File: src/rtl/core/urdf_pkg.sv
`timescale 1ns / 1ps
`default_nettype none
// ----------------------------------------------------------------------------
// urdf_pkg: shared types and constants for the UART register datagram framer
// Function codes, controller states, command/status bundles and the CRC-8
// byte update used by the datapath.
// ----------------------------------------------------------------------------
package urdf_pkg;

	localparam int unsigned BYTE_W = 8;
	localparam int unsigned DATA_W = 32;
	localparam int unsigned REG_W  = 7;
	localparam int unsigned NODE_W = 2;
	localparam int unsigned FUNC_W = 2;
	localparam int unsigned IDX_W  = 3;

	localparam logic [FUNC_W-1:0] FUNC_WRITE = 2'd0;
	localparam logic [FUNC_W-1:0] FUNC_READ  = 2'd1;
	localparam logic [FUNC_W-1:0] FUNC_RX    = 2'd2;

	localparam logic [BYTE_W-1:0] SYNC_BYTE = 8'h05;
	localparam logic [BYTE_W-1:0] CRC_POLY  = 8'h07;

	localparam logic [IDX_W-1:0] IDX_SYNC     = 3'd0;
	localparam logic [IDX_W-1:0] IDX_NODE     = 3'd1;
	localparam logic [IDX_W-1:0] IDX_REG      = 3'd2;
	localparam logic [IDX_W-1:0] IDX_D3       = 3'd3;
	localparam logic [IDX_W-1:0] IDX_D2       = 3'd4;
	localparam logic [IDX_W-1:0] IDX_D1       = 3'd5;
	localparam logic [IDX_W-1:0] IDX_D0       = 3'd6;
	localparam logic [IDX_W-1:0] IDX_WR_CRC   = 3'd7;
	localparam logic [IDX_W-1:0] IDX_RD_CRC   = 3'd3;
	localparam logic [IDX_W-1:0] RX_FIRST_DAT = 3'd3;
	localparam logic [IDX_W-1:0] RX_LAST_DAT  = 3'd6;
	localparam logic [IDX_W-1:0] RX_FINAL     = 3'd7;

	typedef enum logic [1:0] {
		ST_IDLE,
		ST_SEND,
		ST_REPLY
	} state_t;

	typedef struct packed {
		logic start_wr;
		logic start_rd;
		logic rx_take;
		logic tx_advance;
		logic send;
		logic reply;
	} cmd_t;

	typedef struct packed {
		logic last_tx;
		logic rx_final;
	} status_t;

	function automatic logic [BYTE_W-1:0] crc8_feed(
		input logic [BYTE_W-1:0] crc,
		input logic [BYTE_W-1:0] b
	);
		logic [BYTE_W-1:0] c;
		c = crc;
		for (int j = 0; j < BYTE_W; j++) begin
			if (c[BYTE_W-1] ^ b[j]) begin
				c = {c[BYTE_W-2:0], 1'b0} ^ CRC_POLY;
			end else begin
				c = {c[BYTE_W-2:0], 1'b0};
			end
		end
		return c;
	endfunction

endpackage
`default_nettype wire

File: src/rtl/core/urdf_ctrl.sv
`timescale 1ns / 1ps
`default_nettype none
// ----------------------------------------------------------------------------
// urdf_ctrl: framer controller
// Accepts one request or reply byte at a time and sequences transmit bytes
// and reply results through the datapath.
// ----------------------------------------------------------------------------
module urdf_ctrl
	import urdf_pkg::*;
(
	input  wire logic              clk,
	input  wire logic              arst_n,
	input  wire logic              in_valid,
	output logic                   in_ready,
	input  wire logic [FUNC_W-1:0] func,
	input  wire logic              out_ready,
	input  wire status_t           status,
	output cmd_t                   cmd
);

	state_t state_q;
	state_t state_nxt;
	logic   accept;

	assign in_ready = (state_q == ST_IDLE);
	assign accept   = in_valid && in_ready;

	always_ff @(posedge clk or negedge arst_n) begin
		if (!arst_n) begin
			state_q <= ST_IDLE;
		end else begin
			state_q <= state_nxt;
		end
	end

	always_comb begin
		state_nxt = state_q;
		unique case (state_q)
			ST_IDLE: begin
				if (accept) begin
					if (func == FUNC_WRITE || func == FUNC_READ) begin
						state_nxt = ST_SEND;
					end else if (func == FUNC_RX && status.rx_final) begin
						state_nxt = ST_REPLY;
					end
				end
			end
			ST_SEND: begin
				if (out_ready && status.last_tx) begin
					state_nxt = ST_IDLE;
				end
			end
			ST_REPLY: begin
				if (out_ready) begin
					state_nxt = ST_IDLE;
				end
			end
			default: state_nxt = ST_IDLE;
		endcase
	end

	always_comb begin
		cmd            = '0;
		cmd.start_wr   = accept && (func == FUNC_WRITE);
		cmd.start_rd   = accept && (func == FUNC_READ);
		cmd.rx_take    = accept && (func == FUNC_RX);
		cmd.send       = (state_q == ST_SEND);
		cmd.tx_advance = (state_q == ST_SEND) && out_ready;
		cmd.reply      = (state_q == ST_REPLY);
	end

	assert property (@(posedge clk) disable iff (!arst_n)
		(cmd.tx_advance && status.last_tx) |=> (state_q == ST_IDLE))
		else $error("controller did not return to idle after final byte");

	assert property (@(posedge clk) disable iff (!arst_n)
		(cmd.rx_take && status.rx_final) |=> (state_q == ST_REPLY))
		else $error("eighth reply byte did not raise a reply result");

	assert property (@(posedge clk) disable iff (!arst_n)
		(cmd.start_wr || cmd.start_rd) |=> cmd.send)
		else $error("request accepted but no transmit started");

endmodule
`default_nettype wire

File: src/rtl/core/urdf_dp.sv
`timescale 1ns / 1ps
`default_nettype none
// ----------------------------------------------------------------------------
// urdf_dp: framer datapath
// Holds the request fields, byte index and running CRC-8, the node address
// register and the reply collector, and forms the result fields.
// ----------------------------------------------------------------------------
module urdf_dp
	import urdf_pkg::*;
(
	input  wire logic              clk,
	input  wire logic              arst_n,
	input  wire logic              cfg_we,
	input  wire logic [NODE_W-1:0] cfg_wdata,
	input  wire logic [REG_W-1:0]  reg_address,
	input  wire logic [DATA_W-1:0] write_data,
	input  wire logic [BYTE_W-1:0] rx_byte,
	input  wire cmd_t              cmd,
	output status_t                status,
	output logic                   out_valid,
	output logic [BYTE_W-1:0]      tx_byte,
	output logic                   tx_valid,
	output logic                   last,
	output logic [DATA_W-1:0]      reply_data,
	output logic                   reply_valid
);

	logic [NODE_W-1:0] node_q;
	logic              is_wr_q;
	logic [REG_W-1:0]  reg_q;
	logic [DATA_W-1:0] data_q;
	logic [IDX_W-1:0]  idx_q;
	logic [BYTE_W-1:0] crc_q;
	logic [IDX_W-1:0]  rx_cnt_q;
	logic [DATA_W-1:0] rx_shift_q;
	logic [BYTE_W-1:0] cur_byte;

	always_comb begin
		case (idx_q)
			IDX_SYNC: cur_byte = SYNC_BYTE;
			IDX_NODE: cur_byte = {{(BYTE_W-NODE_W){1'b0}}, node_q};
			IDX_REG:  cur_byte = {is_wr_q, reg_q};
			IDX_D3:   cur_byte = is_wr_q ? data_q[31:24] : crc_q;
			IDX_D2:   cur_byte = data_q[23:16];
			IDX_D1:   cur_byte = data_q[15:8];
			IDX_D0:   cur_byte = data_q[7:0];
			default:  cur_byte = crc_q;
		endcase
	end

	assign status.last_tx  = is_wr_q ? (idx_q == IDX_WR_CRC) : (idx_q == IDX_RD_CRC);
	assign status.rx_final = (rx_cnt_q == RX_FINAL);

	always_ff @(posedge clk or negedge arst_n) begin
		if (!arst_n) begin
			node_q <= '0;
		end else if (cfg_we) begin
			node_q <= cfg_wdata;
		end
	end

	always_ff @(posedge clk) begin
		if (cmd.start_wr || cmd.start_rd) begin
			is_wr_q <= cmd.start_wr;
			reg_q   <= reg_address;
			data_q  <= write_data;
		end
	end

	always_ff @(posedge clk or negedge arst_n) begin
		if (!arst_n) begin
			idx_q <= '0;
			crc_q <= '0;
		end else if (cmd.start_wr || cmd.start_rd) begin
			idx_q <= '0;
			crc_q <= '0;
		end else if (cmd.tx_advance) begin
			idx_q <= idx_q + 1'b1;
			crc_q <= crc8_feed(crc_q, cur_byte);
		end
	end

	always_ff @(posedge clk or negedge arst_n) begin
		if (!arst_n) begin
			rx_cnt_q   <= '0;
			rx_shift_q <= '0;
		end else if (cmd.start_rd) begin
			rx_cnt_q   <= '0;
			rx_shift_q <= '0;
		end else if (cmd.rx_take) begin
			rx_cnt_q <= rx_cnt_q + 1'b1;
			if (rx_cnt_q >= RX_FIRST_DAT && rx_cnt_q <= RX_LAST_DAT) begin
				rx_shift_q <= {rx_shift_q[DATA_W-BYTE_W-1:0], rx_byte};
			end
		end
	end

	assign out_valid   = cmd.send || cmd.reply;
	assign tx_byte     = cmd.send ? cur_byte : '0;
	assign tx_valid    = cmd.send;
	assign last        = (cmd.send && status.last_tx) || cmd.reply;
	assign reply_data  = cmd.reply ? rx_shift_q : '0;
	assign reply_valid = cmd.reply;

endmodule
`default_nettype wire

File: src/rtl/core/uart_register_datagram_framer.sv
`timescale 1ns / 1ps
`default_nettype none
// Latency: a request starts its first byte the cycle after the transfer in.
// Throughput: a write request sends 8 bytes, a read request 4; reply bytes
// are collected and the eighth raises a reply result. One CRC-8 byte update
// per cycle while out_ready is high sets the byte rate; one item at a time.
// Reset: arst_n clears the controller, CRC, byte index, reply collector and
// node address at once; no clearing pass.
// ----------------------------------------------------------------------------
// uart_register_datagram_framer: single-wire UART register datagram framer
// Builds write/read request datagrams with CRC-8 and collects reply bytes
// into a 32-bit register value.
// ----------------------------------------------------------------------------
module uart_register_datagram_framer
	import urdf_pkg::*;
(
	input  wire logic              clk,
	input  wire logic              arst_n,
	input  wire logic              cfg_we,
	input  wire logic [NODE_W-1:0] cfg_wdata,
	input  wire logic              in_valid,
	output logic                   in_ready,
	input  wire logic [FUNC_W-1:0] func,
	input  wire logic [REG_W-1:0]  reg_address,
	input  wire logic [DATA_W-1:0] write_data,
	input  wire logic [BYTE_W-1:0] rx_byte,
	output logic                   out_valid,
	input  wire logic              out_ready,
	output logic [BYTE_W-1:0]      tx_byte,
	output logic                   tx_valid,
	output logic                   last,
	output logic [DATA_W-1:0]      reply_data,
	output logic                   reply_valid
);

	cmd_t    cmd;
	status_t status;

	urdf_ctrl u_ctrl (
		.clk       (clk),
		.arst_n    (arst_n),
		.in_valid  (in_valid),
		.in_ready  (in_ready),
		.func      (func),
		.out_ready (out_ready),
		.status    (status),
		.cmd       (cmd)
	);

	urdf_dp u_dp (
		.clk         (clk),
		.arst_n      (arst_n),
		.cfg_we      (cfg_we),
		.cfg_wdata   (cfg_wdata),
		.reg_address (reg_address),
		.write_data  (write_data),
		.rx_byte     (rx_byte),
		.cmd         (cmd),
		.status      (status),
		.out_valid   (out_valid),
		.tx_byte     (tx_byte),
		.tx_valid    (tx_valid),
		.last        (last),
		.reply_data  (reply_data),
		.reply_valid (reply_valid)
	);

	assert property (@(posedge clk) disable iff (!arst_n)
		out_valid |-> !in_ready)
		else $error("input taken while a result is pending");

	assert property (@(posedge clk) disable iff (!arst_n)
		!(tx_valid && reply_valid))
		else $error("transmit byte and reply result at once");

	assert property (@(posedge clk) disable iff (!arst_n)
		(out_valid && out_ready && last) |=> in_ready)
		else $error("not ready for input after final transfer");

endmodule
`default_nettype wire
File: config.mk
export PLATFORM = sky130hd
export DESIGN_NAME = uart_register_datagram_framer
export DESIGN_NICKNAME = d
export VERILOG_FILES = /design/src/rtl/core/urdf_pkg.sv /design/src/rtl/core/urdf_ctrl.sv /design/src/rtl/core/urdf_dp.sv /design/src/rtl/core/uart_register_datagram_framer.sv
export SDC_FILE = /design/constraint.sdc
export NUM_CORES = 1
export LEC_CHECK = 0
export ABC_AREA = 0
export ABC_CLOCK_PERIOD_IN_PS = 3550
export BUFFER_PORTS_ARGS = -buffer_cell sky130_fd_sc_hd__buf_4
export CORE_MARGIN = 2
export CORE_UTILIZATION = 45
export CTS_BUF_LIST = sky130_fd_sc_hd__clkbuf_4
export CTS_CLUSTER_DIAMETER = 120
export DETAILED_ROUTE_END_ITERATION = 16
export HOLD_SLACK_MARGIN = 0.12
export PLACE_DENSITY = 0.68
export SLEW_MARGIN = 5
export SYNTH_ARGS = -nofsm -noshare
export SYNTH_HDL_FRONTEND = slang
export SYNTH_HIERARCHICAL = 1
export SYNTH_SLANG_ARGS = --single-unit
export TNS_END_PERCENT = 20
File: constraint.sdc
create_clock -name clk -period 3.55 [get_ports clk]
set_clock_uncertainty 0.1 [all_clocks]
set_input_delay 0.5325 -clock clk [delete_from_list [all_inputs] [get_ports clk]]
set_output_delay 0.5325 -clock clk [all_outputs]
set_load 0.01 [all_outputs]
== Word-level counts from Yosys, hierarchy flattened ==
Index checks and enable logic that the tools add are counted.
Storage, ports and cells
  register bits: 90
  input bits: 56
  output and inout port bits: 45
  word-level logic and storage cells: 108
Cells by class
  add/subtract/negate cells: 2
  magnitude comparators: 2
  equality and inequality tests: 16
  muxes and demuxes: 42
  bitwise operators: 16
  reductions and logical operators: 21
Operators by type and width (count)
  8-bit 2-to-1 mux: 18
  32-bit 2-to-1 mux: 4
  8-bit one-hot mux with 7 select lines: 1
  3-bit 2-to-1 mux: 12
  3-bit inverter: 8
  3-bit == test, second input constant: 5
  2-bit 2-to-1 mux: 5
  1-bit logical AND: 9
  1-bit XOR: 8
  3-bit by 1-bit adder with 3-bit output, second input constant: 2
  3-bit by 2-bit == test with 1-bit output, second input constant: 2
  2-bit one-hot mux with 3 select lines: 1
  2-bit nonzero test: 3
  2-bit by 1-bit == test with 1-bit output, second input constant: 2
  2-bit == test, second input constant: 2
  2-bit logical NOT: 2
  1-bit logical OR: 4
  2-bit != test, second input constant: 2
  4-bit AND reduction: 1
  3-bit by 1-bit == test with 1-bit output, second input constant: 1
  3-bit by 2-bit >= comparator with 1-bit output, second input constant: 1
  3-bit less-or-equal comparator, second input constant: 1
  3-bit logical NOT: 1
  3-bit != test, second input constant: 1
  other kinds (3): 3

== Depth between registers and ports, before layout ==
Gate-level depths: netlist (run 1).
  word-level depth: 34
  mapped depth: 14
  depth with buffers taken out: 10

== Cells and area by module ==
The synthesis (run 1) kept the hierarchy.
Modules (own cells, without submodules)
  urdf_dp: instances 1, cells each 391, area each 4307.9 um^2, sequential area each 2402.3 um^2
  urdf_ctrl: instances 1, cells each 17, area each 156.4 um^2, sequential area each 50.0 um^2

== Worst setup path before layout (run 1) ==
No wires, ideal clock.
  path type: register -> register
  start point: register u_dp.idx_q[2]
  end point: register u_dp.crc_q[3]
  data arrival time: 2.900 ns
  slack: 0.430 ns
  stages on the path, launching flop included: 15
  path buffers: 4
  cell sequence: dfrtp_1 > clkbuf_1 > inv_1 > ha_1 > buf_6 > or4_1 > buf_2 > buf_6 > nor2_1 > a31oi_4 > xnor2_2 > xor2_1 > xnor2_1 > a21oi_1 > a31o_1
Between the ends
  word-level cells in the longest chain between the ends: 22
  elaborated cells on any way between the ends: 34
  classes of those cells: eq/ne: 6; mux: 21; bitwise: 6; reduce/logical: 1
Ends and longest elaborated chain
  start: declaration: line urdf_dp.sv:32  | logic [IDX_W-1:0] idx_q;
  start signal: assignment: line urdf_dp.sv:78  | idx_q <= idx_q + 1'b1;
  3-bit == test, or another cell as far along: line urdf_dp.sv:39  | case (idx_q)
  8-bit one-hot mux with 7 select lines *: line urdf_dp.sv:39
  1-bit XOR: line urdf_pkg.sv:64  | if (c[BYTE_W-1] ^ b[j]) begin
  3-bit 2-to-1 mux: line urdf_pkg.sv:64
  8-bit 2-to-1 mux: line urdf_dp.sv:77  | end else if (cmd.tx_advance) begin
  8-bit 2-to-1 mux: line urdf_dp.sv:74  | end else if (cmd.start_wr || cmd.start_rd) begin
  8-bit 2-to-1 mux: line urdf_dp.sv:77
  8-bit 2-to-1 mux: line urdf_dp.sv:74
  (+6 left out)
  8-bit 2-to-1 mux: line urdf_dp.sv:77
  8-bit 2-to-1 mux: line urdf_dp.sv:74
  1-bit XOR: line urdf_pkg.sv:64
  3-bit 2-to-1 mux *: line urdf_pkg.sv:64
  8-bit 2-to-1 mux *: line urdf_dp.sv:77
  8-bit 2-to-1 mux *: line urdf_dp.sv:74
  8-bit 2-to-1 mux *: line urdf_dp.sv:77
  8-bit 2-to-1 mux *: line urdf_dp.sv:74
  end signal: assignment: line urdf_dp.sv:79  | crc_q <= crc8_feed(crc_q, cur_byte);
  end: declaration: line urdf_dp.sv:33  | logic [BYTE_W-1:0] crc_q;
Mark *: on every way between the ends. The rest lies on a longest branch, timed or not. The select of a mux whose other input is x is not followed.
A chain may end at the register's enable or synchronous reset.

== Final worst setup path (run 1) ==
  start point: register u_dp.idx_q[0]
  end point: output tx_byte[7]
Between the ends
  word-level cells in the longest chain between the ends: 3
  elaborated cells on any way between the ends: 9
  classes of those cells: eq/ne: 6; mux: 2; reduce/logical: 1
Ends and longest elaborated chain
  3-bit == test, or another cell as far along: line urdf_dp.sv:39
  8-bit one-hot mux with 7 select lines *: line urdf_dp.sv:39
  8-bit 2-to-1 mux *: line urdf_dp.sv:99  | assign tx_byte = cmd.send ? cur_byte : '0;
  end: declaration: line uart_register_datagram_framer.sv:29  | output logic [BYTE_W-1:0] tx_byte,
Mark *: on every way between the ends. The rest lies on a longest branch, timed or not.

==> results of run 1 <==
==> synthesized netlist by cell type (all sizes together) (4+ instances only) <==
cell type / n / share of area (%)
a222oi: 6 / 1.3
ha: 10 / 2.8
inv: 9 / 0.76
buf: 10 / 1.6
edfxtp: 40 / 27
xnor2: 19 / 4.4
nor2: 22 / 2.1
a22oi: 4 / 0.67
clkbuf: 17 / 1.4
o21ai: 6 / 0.67
xor2: 5 / 1.1
nand2: 74 / 6.2
a211oi: 4 / 0.67
and2: 40 / 5.6
a21oi: 43 / 5.1
dfrtp: 50 / 28
mux2: 12 / 3.0
==> final cells by class <==
class | instances | area, um2
fill | 840 | 4120
sequential | 90 | 2450
multi-input combinational | 281 | 1840
tap | 133 | 166
timing repair buffer | 120 | 933
clock inverter | 6 | 58.8
clock buffer | 10 | 75.1
inverter | 10 | 37.5
==> through the flow <==
step	total power [mW]	worst slack, ns	hold slack [ns]
global route	5.00	0.0436	0.120
floorplan	3.50	0.430	0.137
detailed placement	4.09	0.242	0.382
global placement	4.02	0.360	0.370
CTS	4.67	0.184	0.132
finish	4.65	0.204	0.159
==> worst reg2reg max path: stages, from the launching register on <==
cell     delay, ns
dfrtp_1       0.44
inv_1         0.08
ha_1          0.35
or4_4         0.73
nor2_1        0.14
a31oi_1       0.08
xnor2_2       0.34
xor2_1        0.22
xnor2_1       0.17
a21oi_1       0.10
a31o_1        0.21
==> worst paths after layout <==
| kind | cells past startpoint | to | start | slack [ns] |
|---|---|---|---|---|
| setup reg to reg | 10 | u_dp/crc_q[2]$_DFFE_PN0P_ | u_dp/idx_q[0]$_DFFE_PN0P_ | 0.51 |
| min in group asynchronous | 2 | u_dp/crc_q[3]$_DFFE_PN0P_ | arst_n | 0.54 |
| setup / recovery | 7 | tx_byte[7] | u_dp/idx_q[0]$_DFFE_PN0P_ | 0.20 |
| max in group asynchronous | 2 | u_dp/rx_shift_q[16]$_DFFE_PN0P_ | arst_n | 2.38 |
| hold reg to reg | 1 | u_ctrl/state_q[0]$_DFFE_PN0P_ | u_ctrl/state_q[1]$_DFFE_PN0P_ | 0.41 |
| hold / removal | 1 | u_dp/data_q[4]$_DFFE_PN_ | write_data[4] | 0.16 |
==> state kept, by name, summed over array words and instances, names as in the netlist <==
register         count
u_dp/crc_q           8
u_dp/node_q          2
u_dp/rx_shift_q     32
u_dp/rx_cnt_q        3
u_dp/is_wr_q         1
u_dp/idx_q           3
u_dp/reg_q           7
u_ctrl/state_q       2
u_dp/data_q         32
==> kinds of logic after synthesis <==
family / after synthesis / synth area share (%)
and+or+nand+nor: 150 / 16.3
xor gates and xnor gates: 25 / 6.05
muxes: 15 / 3.70
buffers and inverters: 37 / 3.90
adders and majority gates: 10 / 2.80
AOI/OAI and AO/OA: 81 / 12.3
DFF: 90 / 54.9
==> where the power goes <==
part	internal [mW]	switching, mW
Clock	0.219	0.340
Combinational	1.31	1.33
Sequential	1.29	0.173
==> routing by layer <==
layer / wire [um] / vias to the layer above
li1: - / 1604
met2: 4520 / 71
met1: 4600 / 1556
met3: 424 / 13
met4: 131 / 0
met5: 0 / -
==> timing repair <==
item	4_1_cts	5_1_grt
setup endpoints to repair	4	0
hold buffers	1	12
resized for setup	1	0
endpoints found under the hold margin	50	12
==> impl_metrics.toml, run 1 <==
[sta]
rsz0062_at_grt = "false"
tightest_slew_ns = 1.07
fin_setup_tns_ns = 0
slew-limit-headroom_pct = 28.4
timing.final.crit_share_pct = 94.2
timing.final.crit_period_ns = 3.35
maxSlewViolCount = 0
finalSetupViolCount = 0
hold_violation_total_from_the_final_report = 0
fmax_mhz = 299

[global_routing]
initial_antenna_violation_count = 0
groute.layer.met3.usage_pct = 3.96
grt_start_max_net_pins = 51
grt.overflow.total = 0
global_route.peak_usage_layer = "met2"
grt.met2_usage_pct = 27.8
grt_pass1_vias = 3169
global_route.usage.met1_pct = 26.2
grt_first_pass_wirelength_um = 15800
globalRouteTotalUtil_pct = 18.4

[yosys]
post_synth_instance_area_um2 = 4460
synth_warnings = 6
synth_enable_flop_cells = 40
syn_area_per_cell_um2 = 10.9
ys_types = 56
synth_async_sr_flop_share_pct = 55.6
ys_seq_elements = 90
primary_ff_master_synth = "dfrtp_1"
syn_inst = 408
mappedNetlistNets = 474
synth-seq-area-share_pct = 54.9

[floorplanning]
row_count = 36
die_width_um = 104
core-area_um2 = 9680
height_of_the_die_um = 104
ios = 101
initial_utilization_pct = 46.1
die_area_um2 = 10700

[critical_path]
crit_chain = "inv_1 > ha_1 > or4_4 > o21ai_0 > a221o_1 > and2_1 > buf_4"
timing.critical_path.max_delay_family = "simple AND/OR/NAND/NOR gates"
crit_required_ns = 2.92
worst-setup-path-type = "reg -> out"
cp.arrival_ns = 2.71
highest_net_fanout_along_the_worst_path = 15
setup.worst_path.end_class = "primary output"
path_buf_inv = 2
cp_slowest_cell = "or4_4"
startpoint_class_of_the_critical_path = "flip-flop"
max_stage_delay_ns = 0.73

[status]
run_status = "finished, final reports clean"

[placement]
numPortBuffers = 100
finalWeightedCongestion = 0.819
hpwl_um = 6580
post_dp_cell_area_um2 = 5300
dpl.cell_count = 621

[power_and_ir_drop]
worst_ir_drop_vdd_uv = 566
power_density_nw_per_um2 = 836
static_power_due_to_leakage_nw = 2.41

[cells_and_area]
areaGrowthSynthToFinish_pct = 24.7
nets = 578
layout-drive-gt1-share_pct = 29.0
postLayoutCoreUtil_pct = 57.5
final_common_cell = "buf_4"
most-common-layout-cells = "buf_4 (107), nand2_1 (74), dfrtp_1 (50)"
layoutNonFillerInstCount = 650
post_route_standard_cell_area_excluding_fillers_um2 = 5570
num_antenna_cells = 0

[flow_run]
timing.max_cap.violations = 0

[clock_network]
htree_levels = 3
cts-root-to-sink-buffers = 2
clk_latency_ns = 0.44
cts_tree = "yes"
cts.clk_slew.worst_paths_ns = 0.14
ctsRootBufferMaster = "clkbuf_4"
cts_buffers = 9
cts.sink_count = 90
cts_post_setup_buffers_inserted = 0

[route]
wire_per_inst_um = 14.9
route.detailed.vias_per_inst = 4.99
antenna_violating_nets_post_route = 0
drtIter0Drc = 235
vias = 3244
remaining_drcs = 0
drt_pre_antenna_iters = 4
finalWirelength_um = 9680

[hold_path]
min-delay-path-class = "in -> reg"
Power figures use the tool's default switching activity.
==> inputs of run 2 (changes only) <==
--- a/config.mk
+++ b/config.mk
@@ -5,7 +5,7 @@
 export SDC_FILE = /design/constraint.sdc
 export NUM_CORES = 1
 export LEC_CHECK = 0
-export ABC_AREA = 0
+export ABC_AREA = 1
 export ABC_CLOCK_PERIOD_IN_PS = 3550
 export BUFFER_PORTS_ARGS = -buffer_cell sky130_fd_sc_hd__buf_4
 export CORE_MARGIN = 2
@@ -13,7 +13,7 @@
 export CTS_BUF_LIST = sky130_fd_sc_hd__clkbuf_4
 export CTS_CLUSTER_DIAMETER = 120
 export DETAILED_ROUTE_END_ITERATION = 16
-export HOLD_SLACK_MARGIN = 0.12
+export HOLD_SLACK_MARGIN = 0.05
 export PLACE_DENSITY = 0.68
 export SLEW_MARGIN = 5
 export SYNTH_ARGS = -nofsm -noshare
==> run 2 against run 1 <==
  * Global-route usage up 1.9 points
  * Worst hold slack worse by 0.020 ns
  * Total power down 0.73%
  * Critical path depth up 4
  * Setup slack better by 0.13 ns
  * Clock power down 10%
  * Critical path type unchanged
  * Highest routed layer unchanged
  * Fmax up 3.9%
  * Critical endpoint is now tx_byte[0]
  * Utilization down 0.94 points
  * Largest cell class unchanged
  * Routed wire length up 7.8%
==> impl_metrics.toml, run 2 <==
[status]
run_status = "finished, final reports clean"

[yosys]
ys_seq_elements = 90
synth_top_family_by_area = "simple AND/OR/NAND/NOR gates"
synth.most_common_cell = "nand2_1"
synthTopCellsByCount = "nand2_1 (157), inv_1 (105), dfrtp_1 (50)"
synth_warnings = 6
syn_area_per_cell_um2 = 8.30
xor_and_xnor_fraction_of_the_mapped_netlist_area_pct = 0.575
post_synth_instance_area_um2 = 4570
synth_enable_flop_cells = 40
mappedNetlistNets = 617
synth.largest_area_cell = "dfrtp_1"
synth_mux_area_share_pct = 0.246
ys_types = 33
primary_ff_master_synth = "dfrtp_1"
synth-seq-area-share_pct = 53.6
synth_async_sr_flop_share_pct = 55.6
synth_largest_type_area_fraction_pct = 27.4
post_synth_main_area_contributors = "dfrtp_1 (27%), edfxtp_1 (26%), nand2_1 (13%)"
syn_inst = 551
compound_cell_area_share_of_the_yosys_netlist_pct = 9.03
simple_gate_portion_of_the_synthesized_area_pct = 22.8
post_synth_fa_ha_maj_area_fraction_pct = 2.74

[hold_path]
launch_point_of_the_worst_hold_path = "write_data[22]"
min-delay-path-class = "in -> reg"
hold-path-endpoint = "u_dp/data_q[22]$_DFFE_PN_"
min_path_cells = 1

[critical_path]
critical_path.reg2reg.startpoint = "u_dp/idx_q[2]$_DFFE_PN0P_"
worst-setup-path-type = "reg -> out"
setup.worst_path.end_class = "primary output"
startpoint_class_of_the_critical_path = "flip-flop"
highest_net_fanout_along_the_worst_path = 15
worstRegToRegCells = 18
reg2reg_to = "u_dp/crc_q[1]$_DFFE_PN0P_"
worst-r2r-setup-slack_ns = 0.79
cp.arrival_ns = 2.59
crit_required_ns = 2.92
timing.critical_path.from = "u_dp/idx_q[2]$_DFFE_PN0P_"

[cells_and_area]
num_antenna_cells = 0
fillerInstances = 947
layout-drive-gt1-share_pct = 21.3
post_route_standard_cell_area_excluding_fillers_um2 = 5550
nets = 714
layout_top_registers = "u_dp/data_q (32), u_dp/rx_shift_q (32), u_dp/crc_q (8)"
layoutNonFillerInstCount = 786
final_common_cell = "nand2_1"
most-common-layout-cells = "nand2_1 (157), inv_1 (105), buf_4 (102)"
areaGrowthSynthToFinish_pct = 21.5

[global_routing]
globalRouteTotalUtil_pct = 20.2
grt_first_pass_wirelength_um = 17500
grt_start_max_net_pins = 51
grt.overflow.total = 0
initial_antenna_violation_count = 0
grt_pass1_vias = 3685

[placement]
post_dp_cell_area_um2 = 5430
finalWeightedCongestion = 0.921
hpwl_um = 7650
dpl.cell_count = 769
numPortBuffers = 100

[floorplanning]
row_count = 36
height_of_the_die_um = 105
initial_utilization_pct = 46.6
core-area_um2 = 9820
die_width_um = 105
die_area_um2 = 11000
ios = 101

[power_and_ir_drop]
design_power_total_mw = 4.62
power_density_nw_per_um2 = 832
worst_ir_drop_vdd_uv = 452
static_power_due_to_leakage_nw = 2.94

[clock_network]
cts.sink_count = 90
cts_post_setup_buffers_inserted = 0
cts_buffers = 9
cts.clk_slew.worst_paths_ns = 0.14
clk_latency_ns = 0.46
cts_tree = "yes"
htree_levels = 3
ctsRootBufferMaster = "clkbuf_4"
cts-root-to-sink-buffers = 2

[sta]
fin_setup_tns_ns = 0
hold_violation_total_from_the_final_report = 0
slew-limit-headroom_pct = 30.8
fmax_mhz = 311
rsz0062_at_grt = "false"
maxSlewViolCount = 0
timing.final.crit_period_ns = 3.22
timing.final.crit_share_pct = 90.7
tightest_slew_ns = 1.04
finalSetupViolCount = 0

[route]
drt_pre_antenna_iters = 5
wire_per_inst_um = 13.3
vias = 3836
finalWirelength_um = 10400
drtIter0Drc = 264
antenna_violating_nets_post_route = 0
route.detailed.vias_per_inst = 4.88
remaining_drcs = 0

[flow_run]
timing.max_cap.violations = 0
run 2: changes by cell type in the layout (fill, tap and decap cells not counted), sizes merged, moves of 20 or more:
cell and change:
and2 -40, a21oi -34, inv +103, nand2 +89, o21ai +20, nand3 +49, o22ai +30
run 2: metal layers:
| layer | vias to the layer above | track usage [%] | wire (um) |
|---|---|---|---|
| met5 | - | 0 | 0 |
| met4 | 0 | 4.57 | 106 |
| met3 | 8 | 6.43 | 546 |
| met2 | 97 | 30.9 | 4790 |
| met1 | 1785 | 28.3 | 4990 |
| li1 | 1946 | - | - |
run 2: how the worst max path moves through the flow:
stage                                endpoint  slack [ns]  depth (start not counted)
finish                             tx_byte[0]        0.33                         11
global route                       tx_byte[1]        0.06                         11
CTS                                tx_byte[1]        0.21                         11
detailed placement  u_dp/crc_q[1]$_DFFE_PN0P_        0.72                         18
global placement    u_dp/crc_q[1]$_DFFE_PN0P_        0.84                         18
floorplan           u_dp/crc_q[0]$_DFFE_PN0P_        0.97                         10
run 2: repair_timing:
action | in CTS | in global routing
resized for setup | 0 | 1
endpoints found under the setup margin | 0 | 7
hold buffers | 1 | 0
endpoints found under the hold margin | 50 | 0
run 2: critical path: stages, from the launching register on:
cell and delay, ns:
dfrtp_2 0.53, inv_2 0.18, ha_1 0.35, inv_2 0.13, nand2_2 0.11, nor2_4 0.04
nand2_2 0.20, inv_2 0.10, nand2_1 0.13, nand2_2 0.08, nor2_1 0.14, buf_4 0.15
run 2: stage by stage:
stage	hold WS (ns)	setup slack [ns]	utilization, %
2_1_floorplan	0.137	0.970	-
3_3_place_gp	0.416	0.841	55.2
3_5_place_dp	0.423	0.724	55.2
4_1_cts	0.0999	0.212	56.5
5_1_grt	0.0690	0.0590	56.5
6_report	0.139	0.330	56.5
run 2: power breakdown:
part           switching, mW  internal, mW  total, mW
logic                   1.63         0.895       2.52
registers              0.187          1.40       1.59
clock network          0.350         0.153      0.503
total                   2.17          2.45       4.62
run 2: area by class of cell:
class / count / area [um2] / share of cell area, %
sequential: 90 / 2450 / 44.2
clock buffer: 10 / 75.1 / 1.35
clock inverter: 6 / 41.3 / 0.744
multi-input combinational: 332 / 1620 / 29.2
tap: 133 / 166 / 3.00
timing repair buffer: 103 / 776 / 14.0
inverter: 112 / 420 / 7.57
run 2: logic make-up after synthesis:
family / count (synthesis)
xor gates and xnor gates: 3
DFF: 90
and+or+nand+nor: 247
AOI/OAI and AO/OA: 71
buffers and inverters: 129
muxes: 1
adders and majority gates: 10
==> inputs of run 3 (changes only) <==
--- a/config.mk
+++ b/config.mk
@@ -5,7 +5,6 @@
 export SDC_FILE = /design/constraint.sdc
 export NUM_CORES = 1
 export LEC_CHECK = 0
-export ABC_AREA = 1
 export ABC_CLOCK_PERIOD_IN_PS = 3550
 export BUFFER_PORTS_ARGS = -buffer_cell sky130_fd_sc_hd__buf_4
 export CORE_MARGIN = 2
==> run 3 against run 2 <==
  * First-iteration DRC count fell by 10%
  * Global-route usage fell by 1.9 points
  * Largest power group unchanged
  * Register-to-register slack got worse by 0.29 ns
  * Non-clock buffer count rose by 5
  * Total power rose by 0.43%
  * Via count fell by 16%
  * Utilization fell by 0.30 points
  * Fmax fell by 3.6%
  * Count of clock-buffer cells in the layout did not move
  * Sequential power fell by 8%
==> impl_metrics.toml, run 3 (same netlist as run 1, synthesis figures left out) <==
[cells_and_area]
num_antenna_cells = 0
layout_top_registers = "u_dp/data_q (32), u_dp/rx_shift_q (32), u_dp/crc_q (8)"
areaGrowthSynthToFinish_pct = 22.0
fillerInstances = 854
post_route_standard_cell_area_excluding_fillers_um2 = 5450
most-common-layout-cells = "buf_4 (107), nand2_1 (74), dfrtp_1 (50)"
nets = 566
layout-drive-gt1-share_pct = 29.7
final_common_cell = "buf_4"

[power_and_ir_drop]
pwr-share-comb_pct = 56.5
total_switching_power_mw = 1.83
power.switching_fraction_pct = 39.5
power_report.internal_total_mw = 2.80
worst_ir_drop_vdd_uv = 567
static_power_due_to_leakage_nw = 2.36
power_density_nw_per_um2 = 852
design_power_total_mw = 4.64
relative_contribution_of_sequential_cells_to_total_power_pct = 31.5
clockPowerShare_pct = 12.0

[flow_run]
timing.max_cap.violations = 0

[route]
wire_per_inst_um = 15.0
route.detailed.vias_per_inst = 5.04
drtIter0Drc = 237
finalWirelength_um = 9590
antenna_violating_nets_post_route = 0
vias = 3217
drt_pre_antenna_iters = 4
remaining_drcs = 0

[global_routing]
grt.overflow.total = 0
global_route.peak_usage_layer = "met2"
groute.layer.met3.usage_pct = 3.96
global_route.usage.met1_pct = 26.2
grt_start_max_net_pins = 51
grt.met2_usage_pct = 27.8
grt_first_pass_wirelength_um = 15800
grt_pass1_vias = 3169
globalRouteTotalUtil_pct = 18.4
initial_antenna_violation_count = 0

[hold_path]
min_path_cells = 1
min-delay-path-class = "in -> reg"
hold-path-endpoint = "u_dp/data_q[12]$_DFFE_PN_"
launch_point_of_the_worst_hold_path = "write_data[12]"

[sta]
hold_violation_total_from_the_final_report = 0
timing.final.crit_share_pct = 94.1
finalWorstSetupSlack_ns = 0.211
timing.final.crit_period_ns = 3.34
finalSetupViolCount = 0
slew-limit-headroom_pct = 28.7
rsz0062_at_grt = "false"
tightest_slew_ns = 1.07
fmax_mhz = 299
maxSlewViolCount = 0
fin_setup_tns_ns = 0

[floorplanning]
initial_utilization_pct = 46.1
die_area_um2 = 10700
height_of_the_die_um = 104
row_count = 36
core-area_um2 = 9680
ios = 101
die_width_um = 104

[critical_path]
startpoint_class_of_the_critical_path = "flip-flop"
highest_net_fanout_along_the_worst_path = 15
crit_required_ns = 2.92
critical_path.reg2reg.startpoint = "u_dp/idx_q[0]$_DFFE_PN0P_"
worstRegToRegCells = 9
setup.worst_path.end_class = "primary output"
worst-setup-path-type = "reg -> out"
reg2reg_to = "u_dp/crc_q[4]$_DFFE_PN0P_"
cp.arrival_ns = 2.71
worst-r2r-setup-slack_ns = 0.50

[placement]
place_ws_ns = 0.242
hpwl_um = 6580
numPortBuffers = 100
post_dp_cell_area_um2 = 5300
finalWeightedCongestion = 0.819

[clock_network]
cts_buffers = 9
htree_levels = 3
cts_post_setup_buffers_inserted = 0
ctsRootBufferMaster = "clkbuf_4"
cts_tree = "yes"
cts-root-to-sink-buffers = 2
clk_latency_ns = 0.43
cts.clk_slew.worst_paths_ns = 0.14
cts.sink_count = 90

[status]
run_status = "finished, final reports clean"
run 3: changes by cell type in the layout (fill, tap and decap cells not counted), moves of 15 or more:
| cell | change |
|---|---|
| nand3_1 | -47 |
| xnor2_1 | +15 |
| o21ai_0 | -16 |
| nand2_1 | -83 |
| a21oi_1 | +33 |
| inv_1 | -96 |
| o22ai_1 | -30 |
| and2_1 | +39 |
run 3: stage by stage:
| stage | hold WS, ns | util, % | cells |
|---|---|---|---|
| after floorplan | 0.137 | - | 408 |
| after global placement | 0.370 | 54.7 | 621 |
| after detailed placement | 0.382 | 54.7 | 621 |
| after CTS | 0.132 | 56.3 | 638 |
| after global routing | 0.113 | 56.3 | 638 |
| final | 0.162 | 56.3 | 638 |
run 3: timing repair:
| item | 4_1_cts | 5_1_grt |
|---|---|---|
| hold endpoints to repair | 50 | 0 |
| hold buffers | 1 | 0 |
| setup endpoints to repair | 4 | 0 |
| gates resized for setup | 1 | 0 |
run 3: how the worst max path moves through the flow:
| stage | startpoint | end | slack, ns | cells past startpoint |
|---|---|---|---|---|
| 3_5_place_dp | u_dp/idx_q[0]$_DFFE_PN0P_ | u_dp/crc_q[2]$_DFFE_PN0P_ | 0.24 | 10 |
| 4_1_cts | u_dp/idx_q[0]$_DFFE_PN0P_ | tx_byte[7] | 0.18 | 7 |
| 3_3_place_gp | u_dp/idx_q[0]$_DFFE_PN0P_ | u_dp/crc_q[2]$_DFFE_PN0P_ | 0.36 | 10 |
| 2_1_floorplan | u_dp/idx_q[2]$_DFFE_PN0P_ | u_dp/crc_q[3]$_DFFE_PN0P_ | 0.43 | 14 |
| 6_report | u_dp/idx_q[0]$_DFFE_PN0P_ | tx_byte[7] | 0.21 | 7 |
| 5_1_grt | u_dp/idx_q[0]$_DFFE_PN0P_ | tx_byte[7] | 0.04 | 7 |
run 3: layout make-up:
type | instances | area (um2) | share of cell area (%)
multi-input cells | 281 | 1840 | 33.9
flip-flops and latches | 90 | 2450 | 45.0
inverters | 10 | 37.5 | 0.689
clock buffers | 10 | 75.1 | 1.38
clock inverters | 6 | 58.8 | 1.08
repair buffers | 108 | 813 | 14.9
well taps | 133 | 166 | 3.05
run 3: critical path, cell delays in order (launching register included):
cell	delay (ns)
dfrtp_1	0.44
inv_1	0.08
ha_1	0.35
or4_4	0.73
o21ai_0	0.13
a221o_1	0.24
and2_1	0.17
buf_4	0.12
run 3: power groups by stage:
stage | clock, mW | sequential (mW) | combinational, mW
floorplan | 0 | 1.44 | 2.06
global placement | 0 | 1.47 | 2.54
detailed placement | 0 | 1.48 | 2.61
CTS | 0.577 | 1.46 | 2.63
global route | 0.622 | 1.49 | 2.88
finish | 0.558 | 1.46 | 2.62
run 3: layer usage:
metal / up-vias / share of wire, % / wire, um
li1: 1581 / - / -
met1: 1548 / 47 / 4480
met2: 80 / 47 / 4510
met3: 8 / 5.2 / 500
met4: 0 / 1.0 / 97
met5: - / 0 / 0
